`config.mk`:
```
export PLATFORM = sky130hd
export DESIGN_NAME = wide_unsigned_divider
export DESIGN_NICKNAME = d
export VERILOG_FILES = /design/src/design/wud_pkg.sv /design/src/design/wud_datapath.sv /design/src/design/wud_ctrl.sv /design/src/design/wide_unsigned_divider.sv
export SDC_FILE = /design/constraint.sdc
export NUM_CORES = 2
export LEC_CHECK = 0
export BUFFER_PORTS_ARGS = -buffer_cell sky130_fd_sc_hd__buf_2
export CAP_MARGIN = 20
export CORE_MARGIN = 2
export CORE_UTILIZATION = 60
export CTS_BUF_LIST = sky130_fd_sc_hd__clkbuf_8
export DETAILED_ROUTE_END_ITERATION = 6
export PLACE_DENSITY = 0.8
export SLEW_MARGIN = 20
export SYNTH_ARGS = -nofsm -noshare
export SYNTH_HDL_FRONTEND = slang
export SYNTH_SLANG_ARGS = --single-unit
```
`constraint.sdc`:
```
create_clock -name clk -period 42.9 [get_ports clk]
set_clock_uncertainty 0.05 [all_clocks]
set_input_delay 8.58 -clock clk [delete_from_list [all_inputs] [get_ports clk]]
set_output_delay 8.58 -clock clk [all_outputs]
set_load 0.01 [all_outputs]
```
`src/design/wud_pkg.sv`:
```
// ----------------------------------------------------------------------------
// wud_pkg
// Shared types and constants for the wide unsigned divider: request and
// response beats, controller states and the command/status bundles.
// ----------------------------------------------------------------------------
package wud_pkg;

  localparam int WORD_BITS  = 64;
  localparam int FULL_BITS  = 3 * WORD_BITS;
  localparam int SCALE_BITS = 5;

  typedef struct packed {
    logic [WORD_BITS-1:0]  dividend_lo;
    logic [WORD_BITS-1:0]  dividend_mid;
    logic [WORD_BITS-1:0]  dividend_hi;
    logic [WORD_BITS-1:0]  divisor_lo;
    logic [WORD_BITS-1:0]  divisor_mid;
    logic [WORD_BITS-1:0]  divisor_hi;
    logic                  dividend_sign;
    logic [SCALE_BITS-1:0] dividend_scale;
  } req_t;

  typedef struct packed {
    logic [WORD_BITS-1:0]  quotient_lo;
    logic [WORD_BITS-1:0]  quotient_mid;
    logic [WORD_BITS-1:0]  quotient_hi;
    logic [WORD_BITS-1:0]  remainder_lo;
    logic [WORD_BITS-1:0]  remainder_mid;
    logic [WORD_BITS-1:0]  remainder_hi;
    logic                  quotient_sign;
    logic [SCALE_BITS-1:0] quotient_scale;
    logic                  divide_by_zero;
  } rsp_t;

  typedef enum logic [1:0] {
    ST_IDLE,
    ST_RUN,
    ST_DRAIN
  } state_t;

  typedef struct packed {
    logic load;     // capture operands
    logic step;     // one shift-and-subtract iteration
    logic publish;  // move the result into the response register
  } dp_cmd_t;

  typedef struct packed {
    logic zero_div; // captured divisor is zero
  } dp_status_t;

endpackage

```
`src/design/wud_datapath.sv`:
```
// ----------------------------------------------------------------------------
// wud_datapath
// Operand, partial remainder and quotient registers with one restoring
// subtract stage; produces one quotient bit per step, MSB first.
// ----------------------------------------------------------------------------
module wud_datapath #(
  parameter int OPERAND_BITS = 192
) (
  input  logic                clk,
  input  wud_pkg::req_t       req_data,
  input  wud_pkg::dp_cmd_t    cmd,
  output wud_pkg::dp_status_t sts,
  output wud_pkg::rsp_t       rsp_data
);

  localparam int N = OPERAND_BITS;

  logic [wud_pkg::FULL_BITS-1:0]  dvd_full;
  logic [wud_pkg::FULL_BITS-1:0]  dvs_full;
  logic [N-1:0]                   dvd_in;
  logic [N-1:0]                   dvs_in;
  logic                           dvs_in_zero;

  logic [N-1:0]                   dvd;
  logic [N-1:0]                   dvs;
  logic [N-1:0]                   rem;
  logic [N-1:0]                   quo;
  logic                           zero_div;
  logic                           sign;
  logic [wud_pkg::SCALE_BITS-1:0] scale;

  logic [N:0]                     rem_sh;
  logic [N+1:0]                   diff;
  logic                           ge;
  logic                           quo_nonzero;
  logic [wud_pkg::FULL_BITS-1:0]  quo_full;
  logic [wud_pkg::FULL_BITS-1:0]  rem_full;

  assign dvd_full = {req_data.dividend_hi, req_data.dividend_mid, req_data.dividend_lo};
  assign dvs_full = {req_data.divisor_hi, req_data.divisor_mid, req_data.divisor_lo};
  assign dvd_in      = dvd_full[N-1:0];
  assign dvs_in      = dvs_full[N-1:0];
  assign dvs_in_zero = (dvs_in == '0);

  // Bring down the next dividend bit, then trial-subtract the divisor.
  assign rem_sh = {rem, dvd[N-1]};
  assign diff   = {1'b0, rem_sh} - {2'b00, dvs};
  assign ge     = ~diff[N+1];

  assign quo_nonzero = (quo != '0);
  assign quo_full    = wud_pkg::FULL_BITS'(quo);
  assign rem_full    = wud_pkg::FULL_BITS'(rem);

  assign sts.zero_div = zero_div;

  always_ff @(posedge clk) begin
    if (cmd.load) begin
      dvd      <= dvd_in;
      dvs      <= dvs_in;
      quo      <= '0;
      zero_div <= dvs_in_zero;
      sign     <= req_data.dividend_sign;
      scale    <= req_data.dividend_scale;
      // A zero divisor skips the iterations: the remainder is the dividend.
      rem      <= dvs_in_zero ? dvd_in : '0;
    end else if (cmd.step) begin
      dvd <= {dvd[N-2:0], 1'b0};
      quo <= {quo[N-2:0], ge};
      rem <= ge ? diff[N-1:0] : rem_sh[N-1:0];
    end
  end

  always_ff @(posedge clk) begin
    if (cmd.publish) begin
      rsp_data.quotient_lo    <= quo_full[wud_pkg::WORD_BITS-1:0];
      rsp_data.quotient_mid   <= quo_full[2*wud_pkg::WORD_BITS-1:wud_pkg::WORD_BITS];
      rsp_data.quotient_hi    <= quo_full[3*wud_pkg::WORD_BITS-1:2*wud_pkg::WORD_BITS];
      rsp_data.remainder_lo   <= rem_full[wud_pkg::WORD_BITS-1:0];
      rsp_data.remainder_mid  <= rem_full[2*wud_pkg::WORD_BITS-1:wud_pkg::WORD_BITS];
      rsp_data.remainder_hi   <= rem_full[3*wud_pkg::WORD_BITS-1:2*wud_pkg::WORD_BITS];
      rsp_data.quotient_sign  <= quo_nonzero ? sign : 1'b0;
      rsp_data.quotient_scale <= quo_nonzero ? scale : '0;
      rsp_data.divide_by_zero <= zero_div;
    end
  end

endmodule

```
`src/design/wud_ctrl.sv`:
```
// ----------------------------------------------------------------------------
// wud_ctrl
// Sequencer for the divider: accepts a request beat, counts the iterations,
// and hands the result to the response register when it is free.
// ----------------------------------------------------------------------------
module wud_ctrl #(
  parameter int OPERAND_BITS = 192
) (
  input  logic                clk,
  input  logic                rst,
  input  logic                req_valid,
  output logic                req_stall,
  output logic                rsp_valid,
  input  logic                rsp_stall,
  input  wud_pkg::dp_status_t sts,
  output wud_pkg::dp_cmd_t    cmd
);

  localparam int CNT_W = $clog2(OPERAND_BITS);
  localparam logic [CNT_W-1:0] LAST = CNT_W'(OPERAND_BITS - 1);

  wud_pkg::state_t  state;
  wud_pkg::state_t  state_next;
  logic [CNT_W-1:0] count;
  logic             out_free;
  logic             run_done;

  assign out_free = ~rsp_valid | ~rsp_stall;
  assign run_done = sts.zero_div | (count == LAST);

  always_comb begin
    state_next = state;
    unique case (state)
      wud_pkg::ST_IDLE:  if (req_valid) state_next = wud_pkg::ST_RUN;
      wud_pkg::ST_RUN:   if (run_done)  state_next = wud_pkg::ST_DRAIN;
      wud_pkg::ST_DRAIN: if (out_free)  state_next = wud_pkg::ST_IDLE;
      default:           state_next = wud_pkg::ST_IDLE;
    endcase
  end

  always_comb begin
    cmd       = '0;
    req_stall = 1'b1;
    unique case (state)
      wud_pkg::ST_IDLE: begin
        req_stall = 1'b0;
        cmd.load  = req_valid;
      end
      wud_pkg::ST_RUN: begin
        cmd.step = ~sts.zero_div;
      end
      wud_pkg::ST_DRAIN: begin
        cmd.publish = out_free;
      end
      default: begin
        req_stall = 1'b1;
      end
    endcase
  end

  always_ff @(posedge clk) begin
    if (rst) begin
      state     <= wud_pkg::ST_IDLE;
      count     <= '0;
      rsp_valid <= 1'b0;
    end else begin
      state <= state_next;
      if (cmd.load) begin
        count <= '0;
      end else if (cmd.step) begin
        count <= count + 1'b1;
      end
      // Hold the beat until taken; a new result may replace it in the same cycle.
      if (cmd.publish) begin
        rsp_valid <= 1'b1;
      end else if (~rsp_stall) begin
        rsp_valid <= 1'b0;
      end
    end
  end

endmodule

```
`src/design/wide_unsigned_divider.sv`:
```
// A request beat is captured, runs the shift-and-subtract loop (one quotient
// bit per step), then is handed off to the response register; a zero divisor
// skips the loop. The single shared subtract stage takes no new request until
// the last result is handed off, but a new request is taken while a response
// waits.
// Reset (rst, synchronous, active high) returns to idle with no response held.
// ----------------------------------------------------------------------------
// wide_unsigned_divider
// Restoring long division of wide unsigned operands; the quotient carries
// the dividend's sign and scale when it is nonzero, the remainder is unsigned.
// ----------------------------------------------------------------------------
module wide_unsigned_divider #(
  parameter int OPERAND_BITS = 192
) (
  input  logic          clk,
  input  logic          rst,
  input  logic          req_valid,
  output logic          req_stall,
  input  wud_pkg::req_t req_data,
  output logic          rsp_valid,
  input  logic          rsp_stall,
  output wud_pkg::rsp_t rsp_data
);

  wud_pkg::dp_cmd_t    cmd;
  wud_pkg::dp_status_t sts;

  wud_ctrl #(
    .OPERAND_BITS(OPERAND_BITS)
  ) u_ctrl (
    .clk       (clk),
    .rst       (rst),
    .req_valid (req_valid),
    .req_stall (req_stall),
    .rsp_valid (rsp_valid),
    .rsp_stall (rsp_stall),
    .sts       (sts),
    .cmd       (cmd)
  );

  wud_datapath #(
    .OPERAND_BITS(OPERAND_BITS)
  ) u_datapath (
    .clk      (clk),
    .req_data (req_data),
    .cmd      (cmd),
    .sts      (sts),
    .rsp_data (rsp_data)
  );

endmodule

```
==> results.py <==
metrics = {
    "sta": {
        "worst_slack_ns": 29.41,
        "whs_ns": 0.396,
        "tns_ns": 0,
        "final_max_slew_viol_count": 0,
        "slew_headroom_pct": 20.3,
        "max_freq_mhz": 74.1,
        "grt_setup_unrepaired": "no",
        "max_slew.worst_pin.slew_ns": 1.20,
        "setup_violations": 0,
        "post-route-min-period_ns": 13.49,
        "final-hold-violation-count": 0,
        "post-route-period-util_pct": 31.4,
    },
    "cells_and_area": {
        "multi_input_area_mm2": 0.0212,
        "regArea_mm2": 0.0333,
        "layout.nets": 6572,
        "final_layout_size_suffix_gt1_share_pct": 18.6,
        "fin_cells": 7388,
        "synthToLayoutAreaGrowth_pct": 14.7,
        "nFillCells": 6959,
    },
    "route": {
        "vias": 46600,
        "wl_per_cell_um": 24.8,
        "drc": 2,
        "drt_first_pass_iters": 7,
        "drt_iter0_drc": 5309,
        "ant_nets": 0,
        "wl_um": 183000,
        "avgViaCountPerCell": 6.31,
    },
    "placed_design": {
        "dp_hpwl_um": 137000,
        "place_ws_ns": 28.50,
        "dp.cells": 7058,
        "gp_congestion": 0.998,
        "port_buffers": 786,
    },
    "yosys": {
        "synth_area_mm2": 0.0566,
        "syn_nets": 5853,
        "yosys-top-cells-count": "edfxtp_1, nand2_1, a21oi_1",
        "ys_ff_latch": 1177,
        "postSynthCellCount": 5265,
        "yosys_warnings": 0,
        "synth_top_area_share_pct": 51.7,
        "avgSynthCellArea_um2": 10.7,
        "synthArstFlopShare_pct": 0,
        "synth_ff_type": "edfxtp_1",
        "synth_cell_types": 92,
        "synth-edff-count": 974,
        "yosysTopAreaCell": "edfxtp_1",
        "ys_seq_area_share_pct": 58.9,
        "synth_most_common_cell": "edfxtp_1",
        "synth.top_cells.by_area": "edfxtp_1, dfxtp_1, nand2_1, ha_1, a21oi_1",
    },
    "run_status": {
        "status": "complete, but fails checks",
        "violations": "DRC",
    },
    "global_routing": {
        "grt_usage_pct": 36.8,
        "grt_overflow": 0,
        "grt_pass1_vias": 44200,
        "grt_max_degree": 193,
        "antenna_found_initial": 10,
        "grt_pass1_wl_um": 270000,
    },
    "clock_network": {
        "h-tree-depth": 4,
        "clk_latency_ns": 0.87,
        "clk_pin_slew_worst_paths_ns": 0.08,
        "cts-root-buf": "clkbuf_8",
        "ctsLongestPathBuffers": 3,
        "cts_tree": "yes",
        "clkSinkCount": 1177,
        "cts_resized": 0,
        "numCtsBuffers": 178,
        "holdBufCountCts": 0,
        "post-cts-setup-buffer-count": 0,
    },
    "critical_path": {
        "path_max_fanout": 151,
        "worstPathRequired_ns": 43.33,
        "cp_cell_sequence": "buf_2, nand2_4, inv_8, nor2_4, buf_4, inv_8, buf_4, buf_4, buf_4",
        "worst_path_most_repeated_cell": "buf_4",
        "cp-end-kind": "flip-flop",
        "cpPeakStageDelay_ns": 0.84,
        "start_kind": "input pin",
        "critPathArrivalTime_ns": 13.91,
        "crit_type": "input pin to flip-flop",
        "critPathSlowestCell": "buf_4",
    },
    "die": {
        "core_area_mm2": 0.0933,
        "die_w_um": 311,
        "io_pins": 787,
        "start_util_pct": 60.6,
        "die_h_um": 311,
        "die_area_mm2": 0.0968,
        "num_rows": 112,
    },
    "power_and_ir_drop": {
        "leakagePower_nw": 26.6,
        "power_mw": 3.66,
        "powerDensity_mw_per_mm2": 56.4,
        "irDropWorstVdd_mv": 0.0350,
    },
    "run": {
        "maxCapViolCount": 0,
    },
    "hold_path": {
        "hold_class": "flip-flop to flip-flop",
    },
}
## final timing paths
| path | start | endpoint | slack (ns) | depth (start not counted) |
|---|---|---|---|---|
| worst max-delay path | req_valid | u_datapath.dvd[65] | 29.41 | 9 |
| worst min-delay path | u_datapath.rem[189] | u_datapath.rsp_data[68] | 0.40 | 0 |
| worst max register to register | u_ctrl.state[1] | u_datapath.dvd[65] | 36.34 | 9 |
| worst min register to register | u_datapath.rem[189] | u_datapath.rsp_data[68] | 0.40 | 0 |
## sequential cells by signal, summed over array words and instances, names as in the netlist
name / count
u_datapath.rsp_data: 391
u_datapath.dvd: 192
u_datapath.dvs: 192
u_datapath.quo: 192
u_datapath.rem: 192
u_ctrl.count: 8
u_datapath.scale: 5
u_ctrl.state: 2
u_ctrl.rsp_valid: 1
u_datapath.sign: 1
u_datapath.sts: 1
## routing by layer
metal  vias to the layer above  track usage (%)  wire (um)
li1                      21000                -          -
met1                     22500             48.8      71600
met2                      2717             58.7      85400
met3                       370             7.72      17800
met4                        10             16.4       8510
met5                         -                0         75
## through the flow
step           util (%)  instance area, um2
2_1_floorplan         -               56600
3_3_place_gp       65.7               61300
3_5_place_dp       65.7               61300
4_1_cts            69.5               64900
5_1_grt            69.5               64900
6_report           69.6               64900
## area by class of cell
cell class,instances,share of cell area [%]
inverters,274,1.61
flip-flops and latches,1177,51.3
clock buffers,194,4.11
repair buffers,819,6.49
clock inverters,128,1.42
multi-input cells,3534,32.6
well taps,1254,2.42
diodes,8,0.0308
## placed cells by master (no fill, tap or decap), drive strengths merged, types with 22 or more instances in the layout
master / count
a21boi: 22
a21o: 71
a21oi: 477
a22o: 193
a31oi: 35
buf: 819
clkbuf: 194
clkinv: 57
dfxtp: 203
edfxtp: 974
ha: 193
inv: 326
nand2: 939
nand3: 40
nand4: 145
nor2: 256
nor3: 67
nor4: 127
o21a: 31
o21ai: 301
o21bai: 78
o22ai: 118
xnor2: 108
xor2: 70
## where the power goes
| group | internal [mW] | switching (mW) |
|---|---|---|
| Clock | 0.483 | 0.451 |
| Sequential | 1.42 | 0.0952 |
| Combinational | 0.414 | 0.804 |
| Total | 2.31 | 1.35 |
## cell families (layout without fill, tap and decap cells)
logic type | after synthesis | in the layout | share of synthesized area, %
fa+ha+maj | 194 | 194 | 4.30
xor+xnor | 178 | 178 | 2.76
buf+inv | 554 | 1415 | 3.82
mux | 16 | 16 | 0.290
flops | 1177 | 1177 | 58.9
simple gates | 1665 | 1665 | 13.0
other cells | 0 | 8 | 0
compound gates | 1481 | 1481 | 16.9
## critical path, delay by kind of cell
family | cells | cell delay (ns)
buf+inv | 7 | 4.60
simple gates | 2 | 0.48
Note: power is estimated with default switching activity, not from simulation.
